<file path="src/design/first_fit_heap_allocator_assert.svh">
// Assertion macros shared by the allocator RTL.
`ifndef FIRST_FIT_HEAP_ALLOCATOR_ASSERT_SVH
`define FIRST_FIT_HEAP_ALLOCATOR_ASSERT_SVH

// Same-cycle implication, sampled on clk, off during reset.
`define FFHA_ASSERT_IMP(label, ante, cons) \
	label: assert property (@(posedge clk) disable iff (!arst_n) (ante) |-> (cons)) \
		else $error("ffha assertion failed");

// Next-cycle implication, sampled on clk, off during reset.
`define FFHA_ASSERT_NXT(label, ante, cons) \
	label: assert property (@(posedge clk) disable iff (!arst_n) (ante) |=> (cons)) \
		else $error("ffha assertion failed");

`endif

</file>
<file path="src/design/ffha_pkg.sv">
package ffha_pkg;

	localparam int ES_W  = 17;
	localparam int TAG_W = 8;
	localparam int POS_W = 10;

	typedef struct packed {
		logic [ES_W-1:0]  size;
		logic             free;
		logic [TAG_W-1:0] tag;
	} entry_t;

	localparam logic [2:0] CMD_HOLD = 3'd0;
	localparam logic [2:0] CMD_SHL  = 3'd1;
	localparam logic [2:0] CMD_INS  = 3'd2;
	localparam logic [2:0] CMD_DEL  = 3'd3;
	localparam logic [2:0] CMD_WR   = 3'd4;

	typedef struct packed {
		logic [2:0]       cmd;
		logic [POS_W-1:0] pos;
	} cell_ctl_t;

	localparam logic [2:0] STAT_OK       = 3'd0;
	localparam logic [2:0] STAT_DISABLED = 3'd1;
	localparam logic [2:0] STAT_ZERO     = 3'd2;
	localparam logic [2:0] STAT_OOM      = 3'd3;
	localparam logic [2:0] STAT_OUTSIDE  = 3'd4;
	localparam logic [2:0] STAT_DBLFREE  = 3'd5;
	localparam logic [2:0] STAT_NOENTRY  = 3'd6;

endpackage

</file>
<file path="src/design/ffha_cell.sv">
module ffha_cell #(
	parameter int IDX = 0
) (
	input  logic               clk,
	input  ffha_pkg::cell_ctl_t ctl,
	input  ffha_pkg::entry_t   left,
	input  ffha_pkg::entry_t   right,
	input  ffha_pkg::entry_t   wdata,
	output ffha_pkg::entry_t   q
);
	import ffha_pkg::*;

	localparam logic [POS_W-1:0] MY_POS = POS_W'(IDX);

	entry_t ent_q;

	assign q = ent_q;

	always_ff @(posedge clk) begin
		case (ctl.cmd)
			CMD_SHL: ent_q <= right;
			CMD_INS: begin
				if (MY_POS > ctl.pos) ent_q <= left;
				else if (MY_POS == ctl.pos) ent_q <= wdata;
			end
			CMD_DEL: begin
				if (MY_POS >= ctl.pos) ent_q <= right;
			end
			CMD_WR: begin
				if (MY_POS == ctl.pos) ent_q <= wdata;
			end
			default: ent_q <= ent_q;
		endcase
	end

endmodule

</file>
<file path="config.mk">
export PLATFORM = sky130hd
export DESIGN_NAME = ffha_cell
export DESIGN_NICKNAME = d
export VERILOG_FILES = /design/src/design/first_fit_heap_allocator_assert.svh /design/src/design/ffha_pkg.sv /design/src/design/ffha_cell.sv
export SDC_FILE = /design/constraint.sdc
export NUM_CORES = 1
export LEC_CHECK = 0
export CORE_MARGIN = 2
export CORE_UTILIZATION = 50
export CTS_CLUSTER_DIAMETER = 80
export CTS_CLUSTER_SIZE = 10
export DETAILED_ROUTE_END_ITERATION = 8
export DONT_BUFFER_PORTS = 1
export GPL_TIMING_DRIVEN = 0
export HOLD_SLACK_MARGIN = 0.1
export PLACE_DENSITY = 0.64
export SLEW_MARGIN = 20
export SYNTH_ARGS = -nofsm -noshare
export SYNTH_HDL_FRONTEND = slang
export SYNTH_SLANG_ARGS = --single-unit
</file>
<file path="constraint.sdc">
create_clock -name clk -period 7.6 [get_ports clk]
set_input_delay 0.76 -clock clk [delete_from_list [all_inputs] [get_ports clk]]
set_output_delay 0.76 -clock clk [all_outputs]
set_load 0.05 [all_outputs]
</file>
==> results.md <==
- Status: finished, final reports clean
- Row Count: 21
- Max_cap viols: 0
- # setup viols final: 0
- #FFs+latches synth: 26
- Routed Antenna Nets: 0
- Drt initial violations: 147
- DRT Wirelength: 4.843 mm
- Post-CTS Setup Inserts: 0
- Design Area, Final: 1928 sq um
- Worst Skew: 0 ns
- Die ar.: 4108 sq um
- Syn avg cell area: 10.88 sq um
- CP cell instances: nor4_2, buf_2, nand3_1, a31oi_4, buf_16
- R2R depth: 2
- Setup ws final: 5.105 ns
- Layout overhead on the synthesized area: 6.791%
- Start point of the critical path: ctl[0]
- Tcrit/Tclk final: 32.83%
- Drt via density: 7.231
- CTS Hold Bufs: 0
- # resized after CTS: 0
- Synth cell types: 26
- Crit-path slowest cell: nor4_2
- Worst min path class: primary input to flip-flop
- Post-route DRC: 0
- CTS tree: built
- # IOs: 118
- Drt pass-1 iters: 4
- Place WS: 4.774 ns
- Post-synthesis sequential area ratio: 43.24%
- Setup crit end: q[21]$_DFFE_PP_
- Endpoints failing hold: 0
- Vias in the first global route: 1,586
- H-tree levels: 1
- Maximum VDD drop: 0.00008217 V
- Die Height: 64.09 microns
- Root buf cell: clkbuf_4
- Critical path endpoint category: flip-flop
- Via count: 1,562
- Hold WS: 0.6883 ns
- Launching point of the worst reg2reg path: q[9]$_DFFE_PP_
- Leak Pwr: 0.0005343 uW
- Clk sinks: 26
- Placed cell area: 1906 sq um
- Wirelength per Cell: 22.42 microns
- Worst rel slew slack: 42.54%
- Die width: 64.09 microns
- Worst R2R Setup Slack: 6.38 ns
- Initial antenna violation count: 0
- Syn nets: 258
- Syn. warnings: 0
- Main synth FF type: edfxtp_1
- PortBufs: 0
- RSZ-0062 raised after global routing: no
- Worst Setup Path Type: primary input to flip-flop
- Synthesized instance count: 166
- Filler instances: 286
- Hold Crit Start: right[24]
- CP peak stage delay: 0.69 ns
- Met1 wire length: 1.973 mm
- Slew @ Worst Pin: 0.8548 ns
- First-pass GRT wire length: 7.783 mm
- Fin nets: 264
- Grt ovf: 0
- Worst path top cell family by delay: simple AND/OR/NAND/NOR gates
- GR Util All Layers: 24.20%
- Tmin final: 2.495 ns
- RD Place Congestion: 0.8442
- Top Metal Used: met4
- Largest net degree at the start of global routing: 22
- Worst-Skew Late Latency: 0.31 ns
- Setup TNS: 0 ns
- Reg2reg end: q[9]$_DFFE_PP_
- DR WL met2: 2.357 mm
- Max FFs per register: 26
- Crit-path max FO: 21
- Mapped Area: 1805 sq um
- Antenna diodes: 0
- DP HPWL: 3.424 mm
- Initial Utilization: 53.27%
- Worst path required time: 7.65 ns
- Slew Viols, Final: 0
- Share of post-route cells with drive strength above 1: 27.65%
- Startpoint Class: primary input
- WP buf/inv: 2
- Max Root-Sink Buffers: 2
- CTS clk-pin slew, worst paths: 0.14 ns
- Met3 WL: 463 microns
- Post-synth EDFFs: 26
- Arr. time, crit path: 2.54 ns
- CTS buffer count: 3
- Pwr per Cell Area: 182.5 nW/um^2
- Core area: 3390 sq um
- Fmax: 0.4008 GHz
- WP depth: 5
- Async set or reset register ratio after synthesis: 0%
==> metrics by stage <==
stage | instances | power, uW | util [%]
after global routing | 216 | 366.9 | 56.88
after CTS | 216 | 351.3 | 56.88
after global placement | 212 | 289.5 | 54.96
after detailed placement | 213 | 295.5 | 56.22
after floorplan | 166 | 276.9 | -
final | 216 | 351.8 | 56.88
==> report_power, final <==
group | switching (uW) | internal, uW
clock | 40.9 | 18.5
combinational | 37.9 | 24.8
sequential | 53.4 | 176
==> cell usage after synthesis (2+ instances only) <==
cell type	n	area share [%]
nand4_1	26	9.0
o31ai_2	19	13
clkbuf_1	4	0.83
clkbuf_4	2	0.83
nor4_2	2	1.4
a21oi_1	26	7.2
o31ai_1	6	2.5
buf_2	7	1.9
buf_4	2	0.83
a31oi_1	27	9.4
buf_8	2	1.7
edfxtp_1	26	43
buf_6	4	2.5
==> per-layer routing <==
metal  vias to the layer above  GRT usage (%)
met2                        89          39.45
met3                         6          6.690
met1                       757          31.56
met4                         0          6.915
li1                        710              -
met5                         -              0
==> worst min-delay path by stage <==
stage | cells past startpoint | to
3_5_place_dp | 2 | q[22]$_DFFE_PP_
4_1_cts | 2 | q[24]$_DFFE_PP_
2_1_floorplan | 2 | q[5]$_DFFE_PP_
6_report | 2 | q[24]$_DFFE_PP_
3_3_place_gp | 2 | q[11]$_DFFE_PP_
5_1_grt | 2 | q[22]$_DFFE_PP_
==> cells in the final DEF (no fill, tap or decap), drive strengths merged <==
cell type,instances
o31ai,26
a31oi,27
buf,17
edfxtp,26
clkinv,1
nand4,26
o21ai,1
or4,2
nand2,1
or2,1
a21oi,26
and2,1
or3,1
clkbuf,9
nand3,1
nor2,1
nor4,2
xor2,1
==> cell type report <==
type	instances	area (sq um)	area share, %
multi-input combinational	117	877.1	45.49
sequential	26	780.7	40.49
buffer	22	158.9	8.241
tap	46	57.56	2.985
timing repair buffer	1	27.53	1.428
clock buffer	3	22.52	1.168
inverter	1	3.754	0.1947
==> logic make-up after synthesis <==
group	synth area share (%)
AND/OR/NAND/NOR	13.17
XOR/XNOR	0.9011
buffers and inverters	9.008
flip-flops	43.24
AO/OA/AOI/OAI	33.68
Power figures use the tool's default switching activity.
